[config.mk]
export PLATFORM = sky130hd
export DESIGN_NAME = scaled_bitmap_text_rasterizer
export DESIGN_NICKNAME = d
export VERILOG_FILES = /design/src/hw/rtl/sbtr_pkg.sv /design/src/hw/rtl/scaled_bitmap_text_rasterizer.sv /design/src/hw/rtl/sbtr_sequencer.sv /design/src/hw/rtl/sbtr_addr_unit.sv
export SDC_FILE = /design/constraint.sdc
export NUM_CORES = 1
export LEC_CHECK = 0
export BUFFER_PORTS_ARGS = -buffer_cell sky130_fd_sc_hd__buf_2
export CAP_MARGIN = 5
export CORE_MARGIN = 1.5
export CORE_UTILIZATION = 50
export DETAILED_ROUTE_END_ITERATION = 16
export GPL_TIMING_DRIVEN = 0
export PLACE_DENSITY = 0.73
export SYNTH_ARGS = -nofsm -noshare
export SYNTH_HDL_FRONTEND = slang
export SYNTH_SLANG_ARGS = --single-unit
[constraint.sdc]
create_clock -name clk -period 5.42 [get_ports clk]
set_clock_uncertainty 0.15 [all_clocks]
set_input_delay 0.271 -clock clk [delete_from_list [all_inputs] [get_ports clk]]
set_output_delay 0.271 -clock clk [all_outputs]
set_load 0.01 [all_outputs]
[src/hw/rtl/sbtr_pkg.sv]
// shared types, constants and font table for the scaled bitmap text rasterizer
`default_nettype none

package sbtr_pkg;

    // font geometry
    localparam int FONT_GLYPHS   = 21;
    localparam int GLYPH_COLUMNS = 5;
    localparam int GLYPH_ROWS    = 7;
    localparam int GLYPH_CELLS   = GLYPH_COLUMNS * GLYPH_ROWS;
    localparam int ROW_BITS      = 8;
    localparam int ADVANCE_CELLS = 6;

    // field and datapath widths
    localparam int CODE_W   = 8;
    localparam int COORD_W  = 12;
    localparam int SIDE_W   = 4;
    localparam int ADDR_W   = 24;
    localparam int COLOR_W  = 32;
    localparam int STRIDE_W = 13;
    localparam int CFG_W    = 32;
    localparam int CFG_IDX_W = 2;
    localparam int PEN_X_W  = 16;
    localparam int PEN_Y_W  = COORD_W;
    localparam int BX_W     = PEN_X_W + 1;
    localparam int BY_W     = PEN_Y_W + 1;
    localparam int FULL_ADDR_W = BY_W + STRIDE_W + 1;
    localparam int OFF_W    = 7;
    localparam int ADV_W    = 7;
    localparam int COL_W    = (GLYPH_COLUMNS > 1) ? $clog2(GLYPH_COLUMNS) : 1;

    // register indexes
    localparam logic [CFG_IDX_W-1:0] CFG_SCALE      = 2'd0;
    localparam logic [CFG_IDX_W-1:0] CFG_FILL_COLOR = 2'd1;
    localparam logic [CFG_IDX_W-1:0] CFG_ROW_STRIDE = 2'd2;

    // register reset values
    localparam logic [SIDE_W-1:0]   SCALE_RESET  = 4'd1;
    localparam logic [COLOR_W-1:0]  COLOR_RESET  = 32'hFFFF_FFFF;
    localparam logic [STRIDE_W-1:0] STRIDE_RESET = 13'd640;

    typedef struct packed {
        logic [CODE_W-1:0]  character;
        logic               begins_text;
        logic [COORD_W-1:0] start_x;
        logic [COORD_W-1:0] start_y;
    } char_item_t;

    typedef struct packed {
        logic [COORD_W-1:0] block_x;
        logic [COORD_W-1:0] block_y;
        logic [SIDE_W-1:0]  block_side;
        logic [ADDR_W-1:0]  pixel_address;
        logic [COLOR_W-1:0] color;
        logic               out_of_range;
        logic               last;
    } cmd_item_t;

    // one lit cell handed from the sequencer to the address unit
    typedef struct packed {
        logic [BX_W-1:0]   bx;
        logic [BY_W-1:0]   by;
        logic [SIDE_W-1:0] side;
        logic              last;
    } cell_t;

    localparam logic [CODE_W-1:0] GLYPH_CODE [FONT_GLYPHS] = '{
        8'h53, 8'h48, 8'h4F, 8'h54, 8'h49, 8'h4D, 8'h45, 8'h52, 8'h51, 8'h55,
        8'h30, 8'h31, 8'h32, 8'h33, 8'h34, 8'h35, 8'h36, 8'h37, 8'h38, 8'h39,
        8'h20
    };

    // top row in the most significant byte, column 0 at bit 4 of each row
    localparam logic [GLYPH_ROWS*ROW_BITS-1:0] GLYPH_ROM [FONT_GLYPHS] = '{
        56'h0E10100E01011C, 56'h1111111F111111, 56'h0E11111111110E,
        56'h1F040404040404, 56'h0E04040404040E, 56'h111B1511111111,
        56'h1F10101E10101F, 56'h1E11111E141211, 56'h0E11111115120D,
        56'h1111111111110E, 56'h0E11131519110E, 56'h040C040404040E,
        56'h0E11010204081F, 56'h0E11010601110E, 56'h02060A121F0202,
        56'h1F101E0101110E, 56'h0608101E11110E, 56'h1F010204080808,
        56'h0E11110E11110E, 56'h0E11110F01020C, 56'h00000000000000
    };

    // lit cells of a code in walk order, cell 0 at bit 0; unknown codes are blank
    function automatic logic [GLYPH_CELLS-1:0] glyph_cells(input logic [CODE_W-1:0] code);
        logic [GLYPH_CELLS-1:0] cells;
        cells = '0;
        for (int g = 0; g < FONT_GLYPHS; g++) begin
            if (code == GLYPH_CODE[g]) begin
                for (int r = 0; r < GLYPH_ROWS; r++) begin
                    for (int c = 0; c < GLYPH_COLUMNS; c++) begin
                        cells[r*GLYPH_COLUMNS + c] =
                            GLYPH_ROM[g][(GLYPH_ROWS-1-r)*ROW_BITS + (GLYPH_COLUMNS-1-c)];
                    end
                end
            end
        end
        return cells;
    endfunction

endpackage

`default_nettype wire

[src/hw/rtl/scaled_bitmap_text_rasterizer.sv]
// top level of the scaled bitmap text rasterizer: config registers and unit wiring
//
//  channel | direction | handshake              | payload
//  --------+-----------+------------------------+------------------------------
//  char    | in        | char_valid, char_stall | char_item (code, pen start)
//  cmd     | out       | cmd_valid, cmd_stall   | cmd_item (one lit block fill)
//  cfg     | in        | cfg_write              | cfg_index, cfg_data
//
//  the sequencer steps one glyph cell a cycle while advance is high; it accepts a
//  code, walks cells up to the last lit one and closes; a blank glyph only closes
//  each lit block passes a cell register and a stride multiply before the output
//  register; a cmd_stall while a command is held freezes the walk and both
//  stages, and the pen moves only at walk end
//  reset clears the pen to (0,0) and loads scale 1, white, stride 640
`default_nettype none

module scaled_bitmap_text_rasterizer
    import sbtr_pkg::*;
(
    input  wire logic                 clk,
    input  wire logic                 rst_n,
    input  wire logic                 char_valid,
    output logic                      char_stall,
    input  wire char_item_t           char_item,
    output logic                      cmd_valid,
    input  wire logic                 cmd_stall,
    output cmd_item_t                 cmd_item,
    input  wire logic                 cfg_write,
    input  wire logic [CFG_IDX_W-1:0] cfg_index,
    input  wire logic [CFG_W-1:0]     cfg_data
);

    // configuration registers
    logic [SIDE_W-1:0]   scale_reg, scale_next;
    logic [COLOR_W-1:0]  fill_color_reg, fill_color_next;
    logic [STRIDE_W-1:0] row_stride_reg, row_stride_next;

    // walk to address unit
    logic   advance;
    logic   cell_valid;
    cell_t  walk_cell;

    // register write decode; an index past the list is ignored
    always_comb
    begin
        scale_next      = scale_reg;
        fill_color_next = fill_color_reg;
        row_stride_next = row_stride_reg;
        if (cfg_write)
        begin
            unique case (cfg_index)
                CFG_SCALE:      scale_next      = cfg_data[SIDE_W-1:0];
                CFG_FILL_COLOR: fill_color_next = cfg_data[COLOR_W-1:0];
                CFG_ROW_STRIDE: row_stride_next = cfg_data[STRIDE_W-1:0];
                default:        ;
            endcase
        end
    end

    always_ff @(posedge clk or negedge rst_n)
    begin
        if (!rst_n)
        begin
            scale_reg      <= SCALE_RESET;
            fill_color_reg <= COLOR_RESET;
            row_stride_reg <= STRIDE_RESET;
        end
        else
        begin
            scale_reg      <= scale_next;
            fill_color_reg <= fill_color_next;
            row_stride_reg <= row_stride_next;
        end
    end

    // glyph cell walk, pen tracking
    sbtr_sequencer u_sequencer (
        .clk        (clk),
        .rst_n      (rst_n),
        .char_valid (char_valid),
        .char_stall (char_stall),
        .char_item  (char_item),
        .scale      (scale_reg),
        .advance    (advance),
        .cell_valid (cell_valid),
        .walk_cell  (walk_cell)
    );

    // frame address, range flag and command output
    sbtr_addr_unit u_addr_unit (
        .clk        (clk),
        .rst_n      (rst_n),
        .cell_valid (cell_valid),
        .walk_cell  (walk_cell),
        .row_stride (row_stride_reg),
        .fill_color (fill_color_reg),
        .advance    (advance),
        .cmd_valid  (cmd_valid),
        .cmd_stall  (cmd_stall),
        .cmd_item   (cmd_item)
    );

endmodule

`default_nettype wire

[src/hw/rtl/sbtr_sequencer.sv]
// cell walk sequencer: pen state, glyph lookup and block offsets
`default_nettype none

module sbtr_sequencer
    import sbtr_pkg::*;
(
    input  wire logic               clk,
    input  wire logic               rst_n,
    input  wire logic               char_valid,
    output logic                    char_stall,
    input  wire char_item_t         char_item,
    input  wire logic [SIDE_W-1:0]  scale,
    input  wire logic               advance,
    output logic                    cell_valid,
    output cell_t                   walk_cell
);

    typedef enum logic [1:0] {
        SEQ_IDLE = 2'b01,
        SEQ_SCAN = 2'b10
    } seq_state_t;

    seq_state_t              state_reg, state_next;
    logic [PEN_X_W-1:0]      pen_x_reg, pen_x_next;
    logic [PEN_Y_W-1:0]      pen_y_reg, pen_y_next;
    logic [GLYPH_CELLS-1:0]  cells_reg, cells_next;
    logic [COL_W-1:0]        col_reg, col_next;
    logic [OFF_W-1:0]        col_off_reg, col_off_next;
    logic [OFF_W-1:0]        row_off_reg, row_off_next;
    logic [SIDE_W-1:0]       side_reg, side_next;

    logic                    accept;
    logic [ADV_W-1:0]        adv;
    logic [BX_W-1:0]         pen_sum;

    assign char_stall = (state_reg != SEQ_IDLE);
    assign accept     = char_valid && !char_stall;

    // advance of six cells: side*4 + side*2
    assign adv     = {1'b0, side_reg, 2'b00} + {2'b00, side_reg, 1'b0};
    assign pen_sum = {1'b0, pen_x_reg} + BX_W'(adv);

    assign walk_cell.bx   = {1'b0, pen_x_reg} + BX_W'(col_off_reg);
    assign walk_cell.by   = {1'b0, pen_y_reg} + BY_W'(row_off_reg);
    assign walk_cell.side = side_reg;
    assign walk_cell.last = (cells_reg[GLYPH_CELLS-1:1] == '0);
    assign cell_valid = (state_reg == SEQ_SCAN) && advance && cells_reg[0];

    always_comb
    begin
        state_next   = state_reg;
        pen_x_next   = pen_x_reg;
        pen_y_next   = pen_y_reg;
        cells_next   = cells_reg;
        col_next     = col_reg;
        col_off_next = col_off_reg;
        row_off_next = row_off_reg;
        side_next    = side_reg;
        unique case (state_reg)
            SEQ_IDLE:
            begin
                if (accept)
                begin
                    if (char_item.begins_text)
                    begin
                        pen_x_next = PEN_X_W'(char_item.start_x);
                        pen_y_next = char_item.start_y;
                    end
                    cells_next   = glyph_cells(char_item.character);
                    col_next     = '0;
                    col_off_next = '0;
                    row_off_next = '0;
                    side_next    = (scale == '0) ? SIDE_W'(1) : scale;
                    state_next   = SEQ_SCAN;
                end
            end
            SEQ_SCAN:
            begin
                if (cells_reg == '0)
                begin
                    // no lit cells left: move the pen, saturating
                    pen_x_next = pen_sum[BX_W-1] ? '1 : pen_sum[PEN_X_W-1:0];
                    state_next = SEQ_IDLE;
                end
                else if (advance)
                begin
                    cells_next = cells_reg >> 1;
                    if (col_reg == COL_W'(GLYPH_COLUMNS - 1))
                    begin
                        col_next     = '0;
                        col_off_next = '0;
                        row_off_next = row_off_reg + OFF_W'(side_reg);
                    end
                    else
                    begin
                        col_next     = col_reg + COL_W'(1);
                        col_off_next = col_off_reg + OFF_W'(side_reg);
                    end
                end
            end
            default:
            begin
                state_next = SEQ_IDLE;
            end
        endcase
    end

    always_ff @(posedge clk or negedge rst_n)
    begin
        if (!rst_n)
        begin
            state_reg <= SEQ_IDLE;
            pen_x_reg <= '0;
            pen_y_reg <= '0;
            cells_reg <= '0;
        end
        else
        begin
            state_reg <= state_next;
            pen_x_reg <= pen_x_next;
            pen_y_reg <= pen_y_next;
            cells_reg <= cells_next;
        end
    end

    always_ff @(posedge clk)
    begin
        col_reg     <= col_next;
        col_off_reg <= col_off_next;
        row_off_reg <= row_off_next;
        side_reg    <= side_next;
    end

endmodule

`default_nettype wire

[src/hw/rtl/sbtr_addr_unit.sv]
// address unit: cell register, stride multiply, range check and output register
`default_nettype none

module sbtr_addr_unit
    import sbtr_pkg::*;
(
    input  wire logic                clk,
    input  wire logic                rst_n,
    input  wire logic                cell_valid,
    input  wire cell_t               walk_cell,
    input  wire logic [STRIDE_W-1:0] row_stride,
    input  wire logic [COLOR_W-1:0]  fill_color,
    output logic                     advance,
    output logic                     cmd_valid,
    input  wire logic                cmd_stall,
    output cmd_item_t                cmd_item
);

    logic                    a_valid_reg;
    cell_t                   a_reg;
    logic                    out_valid_reg;
    cmd_item_t               out_reg, out_next;
    logic [FULL_ADDR_W-1:0]  full_addr;

    assign advance   = !out_valid_reg || !cmd_stall;
    assign cmd_valid = out_valid_reg;
    assign cmd_item  = out_reg;

    assign full_addr = FULL_ADDR_W'(a_reg.by * row_stride) + FULL_ADDR_W'(a_reg.bx);

    always_comb
    begin
        out_next.block_x       = a_reg.bx[COORD_W-1:0];
        out_next.block_y       = a_reg.by[COORD_W-1:0];
        out_next.block_side    = a_reg.side;
        out_next.pixel_address = full_addr[ADDR_W-1:0];
        out_next.color         = fill_color;
        out_next.out_of_range  = (a_reg.bx[BX_W-1:COORD_W] != '0)
                              || (a_reg.by[BY_W-1:COORD_W] != '0)
                              || (full_addr[FULL_ADDR_W-1:ADDR_W] != '0);
        out_next.last          = a_reg.last;
    end

    always_ff @(posedge clk or negedge rst_n)
    begin
        if (!rst_n)
        begin
            a_valid_reg   <= 1'b0;
            out_valid_reg <= 1'b0;
        end
        else if (advance)
        begin
            a_valid_reg   <= cell_valid;
            out_valid_reg <= a_valid_reg;
        end
    end

    always_ff @(posedge clk)
    begin
        if (advance)
        begin
            a_reg   <= walk_cell;
            out_reg <= out_next;
        end
    end

endmodule

`default_nettype wire

==> flow_metrics.env <==
export IMPL_number_of_enable_type_register_cells_in_the_synthesized_netlist=142
export IMPL_cts_made_buffers=29
export IMPL_first_global_vias=13773
export IMPL_place_ws_ps=-962
export IMPL_clock_tree_htree_level_count=1
export IMPL_muxShareOfSynthArea=0.0386
export IMPL_cts_root_buffer="sky130_fd_sc_hd__clkbuf_16"
export IMPL_worst_r2r_endpoint="u_addr_unit.cmd_item[1]"
export IMPL_route_detailed_wl_per_inst_um=18.4
export IMPL_r2r_worst_path_cells=21
export IMPL_cpPeakStageDelay_ps=510
export IMPL_critical_path_slowest_cell="sky130_fd_sc_hd__fa_1"
export IMPL_violations_in_the_final_reports="setup timing"
export IMPL_chain_of_cells_forming_the_critical_path="buf_6, and2_1, fa_1, inv_1, fa_1, inv_1, fa_1, fa_1, fa_1, inv_1, fa_1, inv_1, ha_4, and4_4, and3_4, a211o_1, o21a_1, a21o_1, a21oi_2, xor2_1, o2111ai_1"
export IMPL_floorplan_initialDensity=0.508
export IMPL_peak_freq_mhz=164
export IMPL_hpwl_um=33900
export IMPL_globalRouteMet3Util=0.0443
export IMPL_drv_slew=0
export IMPL_rrSetupSlack_ps=-670
export IMPL_mostFrequentLayoutCell="sky130_fd_sc_hd__inv_1"
export IMPL_grt_overflow_total=0
export IMPL_grt_max_degree=86
export IMPL_worst_path_buf_inv=5
export IMPL_grt_antenna_before_repair=0
export IMPL_gp_congestion=0.946
export IMPL_grt_usage=0.247
export IMPL_endpoints_failing_setup=13
export IMPL_path_clk_slew_ps=60
export IMPL_global_route_layer_with_the_greatest_usage="met2"
export IMPL_vias_per_cell=5.40
export IMPL_worst_setup_ep="u_addr_unit.cmd_item[1]"
export IMPL_synth_lib_cells_used_distinct=85
export IMPL_synth_top_family_by_area="adder cells"
export IMPL_final_antenna_net_count=0
export IMPL_critical_path_top_cell_by_count="sky130_fd_sc_hd__fa_1"
export IMPL_synthesis_yosys_warnings=0
export IMPL_syn_area_um2=18100
export IMPL_remaining_drc_errors=0
export IMPL_routed_wirelength_um=45400
export IMPL_nets=2322
export IMPL_crit_start="u_addr_unit.a_reg[11]"
export IMPL_rows=69
export IMPL_worst_ep_arrival_ps=6210
export IMPL_hold_worst_slack_ps=15.1
export IMPL_top_level_ports=160
export IMPL_largest_register_ffs=86
export IMPL_worstSetupStartpointType="register"
export IMPL_timing_final_crit_share=1.12
export IMPL_cap_violations=0
export IMPL_timing_hold_worst_class="primary input to async pin"
export IMPL_critical_path_max_fanout=5
export IMPL_layout_common_cells="sky130_fd_sc_hd__inv_1 (212), sky130_fd_sc_hd__buf_2 (172), sky130_fd_sc_hd__nand2_1 (156)"
export IMPL_fraction_of_the_mapped_netlist_area_in_compound_gates=0.103
export IMPL_place_port_buffers=156
export IMPL_drive_gt1_frac=0.241
export IMPL_use_met2=0.418
export IMPL_critical_path_cell_count=21
export IMPL_fillers=2890
export IMPL_final_critical_path_setup_slack_ps=-669
export IMPL_grt_pass1_wl_um=71700
export IMPL_max_slew_worst_pin_slew_ps=1090
export IMPL_die_height_um=193
export IMPL_x_dimension_of_the_die_um=193
export IMPL_area_growth_pct=21.1
export IMPL_r2r_start="u_addr_unit.a_reg[11]"
export IMPL_adder_and_majority_gate_portion_of_the_synthesized_area=0.244
export IMPL_most_used_flip_flop_cell_after_synthesis="sky130_fd_sc_hd__edfxtp_1"
export IMPL_outcome="finished with violations"
export IMPL_post_synth_cell_area_avg_um2=10.7
export IMPL_yosys_area_share_simple=0.127
export IMPL_timing_final_hold_violations=0
export IMPL_rsz0062_at_grt="true"
export IMPL_worst_setup_path_type="register to register"
export IMPL_synth_ff_latch_count=258
export IMPL_mappedNetlistNets=2030
export IMPL_timing_critical_path_to_type="register"
export IMPL_grt_met1_usage=0.320
export IMPL_deepest_clock_path_buffer_count=3
export IMPL_vias=13330
export IMPL_antennaDiodeCount=0
export IMPL_insertion_delay_ps=570
export IMPL_cts_tree="done"
export IMPL_crit_family="adder cells"
export IMPL_register_area_share_after_synthesis=0.399
export IMPL_post_synth_inst_count=1692
export IMPL_drt_pass1_iterations=5
export IMPL_timing_critical_path_required_ps=5540
export IMPL_placeableCoreArea_um2=35600
export IMPL_total_die_area_um2=37300
export IMPL_crit_path_time_final_ps=6090
export IMPL_clock_sink_count=258
export IMPL_detail_route_iter0_violations=751
export IMPL_synth_xor_area_frac=0.0267
export IMPL_synth_async_reset_ratio=0.450
export IMPL_relative_slew_slack=0.267
-- per-stage QoR --
stage	cells	cell area [um^2]	utilization	setup TNS (ps)
after floorplan	1692	18200	-	-721
after global placement	2309	19500	0.550	-35360
after detailed placement	2311	19600	0.551	-7910
after CTS	2455	21700	0.610	-3890
after global routing	2468	21900	0.615	-6840
final	2468	21900	0.615	-4580
-- worst min-delay path by stage --
stage / start / end / slack (ps) / cells after the start
3_3_place_gp: u_addr_unit.a_reg[4] / u_addr_unit.cmd_item[61] / 250 / 0
3_5_place_dp: rst_n / row_stride_reg[12] / 30 / 1
5_1_grt: rst_n / row_stride_reg[5] / 20 / 2
2_1_floorplan: rst_n / row_stride_reg[0] / -170 / 0
4_1_cts: rst_n / row_stride_reg[11] / 0.5 / 2
6_report: rst_n / row_stride_reg[12] / 20 / 2
-- layout make-up --
type                            count  area (um^2)  area share
Timing Repair Buffer              261         1760      0.0806
Inverter                          217          815      0.0372
Sequential cell                   258         7220       0.330
Clock buffer                       40          868      0.0397
Tap cell                          461          577      0.0264
Buffer                             72          453      0.0207
Multi-Input combinational cell   1145        10000       0.459
Clock inverter                     14          144     0.00658
-- cells in the mapped netlist (4+ instances only) --
library cell | n | area share
sky130_fd_sc_hd__inv_1 | 215 | 0.045
sky130_fd_sc_hd__nand2_1 | 161 | 0.033
sky130_fd_sc_hd__fa_1 | 143 | 0.16
sky130_fd_sc_hd__edfxtp_1 | 142 | 0.24
sky130_fd_sc_hd__ha_1 | 123 | 0.085
sky130_fd_sc_hd__a21oi_1 | 109 | 0.030
sky130_fd_sc_hd__and2_1 | 92 | 0.032
sky130_fd_sc_hd__nor2_1 | 89 | 0.018
sky130_fd_sc_hd__dfrtp_1 | 80 | 0.11
sky130_fd_sc_hd__mux2_2 | 61 | 0.038
sky130_fd_sc_hd__o21ai_0 | 59 | 0.016
sky130_fd_sc_hd__clkbuf_1 | 47 | 0.0098
sky130_fd_sc_hd__xnor2_1 | 43 | 0.021
sky130_fd_sc_hd__dfstp_2 | 36 | 0.052
sky130_fd_sc_hd__nand3_1 | 19 | 0.0053
sky130_fd_sc_hd__a31oi_1 | 18 | 0.0062
sky130_fd_sc_hd__buf_2 | 17 | 0.0047
sky130_fd_sc_hd__nor2b_1 | 17 | 0.0059
sky130_fd_sc_hd__nor3_1 | 17 | 0.0047
sky130_fd_sc_hd__a21o_1 | 15 | 0.0062
sky130_fd_sc_hd__and3_1 | 13 | 0.0045
sky130_fd_sc_hd__a22oi_1 | 12 | 0.0050
sky130_fd_sc_hd__nand2b_1 | 12 | 0.0042
sky130_fd_sc_hd__o21ai_1 | 12 | 0.0033
sky130_fd_sc_hd__xor2_1 | 12 | 0.0058
sky130_fd_sc_hd__nor4_1 | 11 | 0.0038
sky130_fd_sc_hd__o211ai_1 | 7 | 0.0029
sky130_fd_sc_hd__o21a_1 | 7 | 0.0029
sky130_fd_sc_hd__o22ai_1 | 7 | 0.0024
sky130_fd_sc_hd__a32oi_1 | 5 | 0.0024
sky130_fd_sc_hd__buf_1 | 5 | 0.0010
sky130_fd_sc_hd__a21boi_0 | 4 | 0.0017
sky130_fd_sc_hd__a21boi_1 | 4 | 0.0017
sky130_fd_sc_hd__nand3b_1 | 4 | 0.0017
sky130_fd_sc_hd__o2111ai_1 | 4 | 0.0019
sky130_fd_sc_hd__o21bai_1 | 4 | 0.0017
-- cell families (layout without fill, tap and decap cells) --
kind of cell	Yosys count	in the layout
buf+inv	289	604
xor+xnor	55	55
simple gates	463	463
flops	258	258
fa+ha+maj	266	266
compound gates	299	299
mux	62	62
-- routing by layer --
| layer | wire, um | share of wire |
|---|---|---|
| met5 | 0 | 0 |
| met4 | 1410 | 0.031 |
| met3 | 2710 | 0.060 |
| met2 | 22100 | 0.49 |
| met1 | 19200 | 0.42 |
-- repair_timing --
| item | in CTS | in global routing |
|---|---|---|
| pin swaps | 17 | 21 |
| endpoints found under the hold margin | 174 | 0 |
| gates cloned | 0 | 0 |
| setup buffers | 32 | 13 |
| setup endpoints to repair | 15 | 15 |
| hold buffers | 58 | 0 |
| gates resized for setup | 60 | 35 |
Power is left out: the tool's default activity adds up to more than one toggle a clock period on the data nets, which glitch-free logic cannot reach.
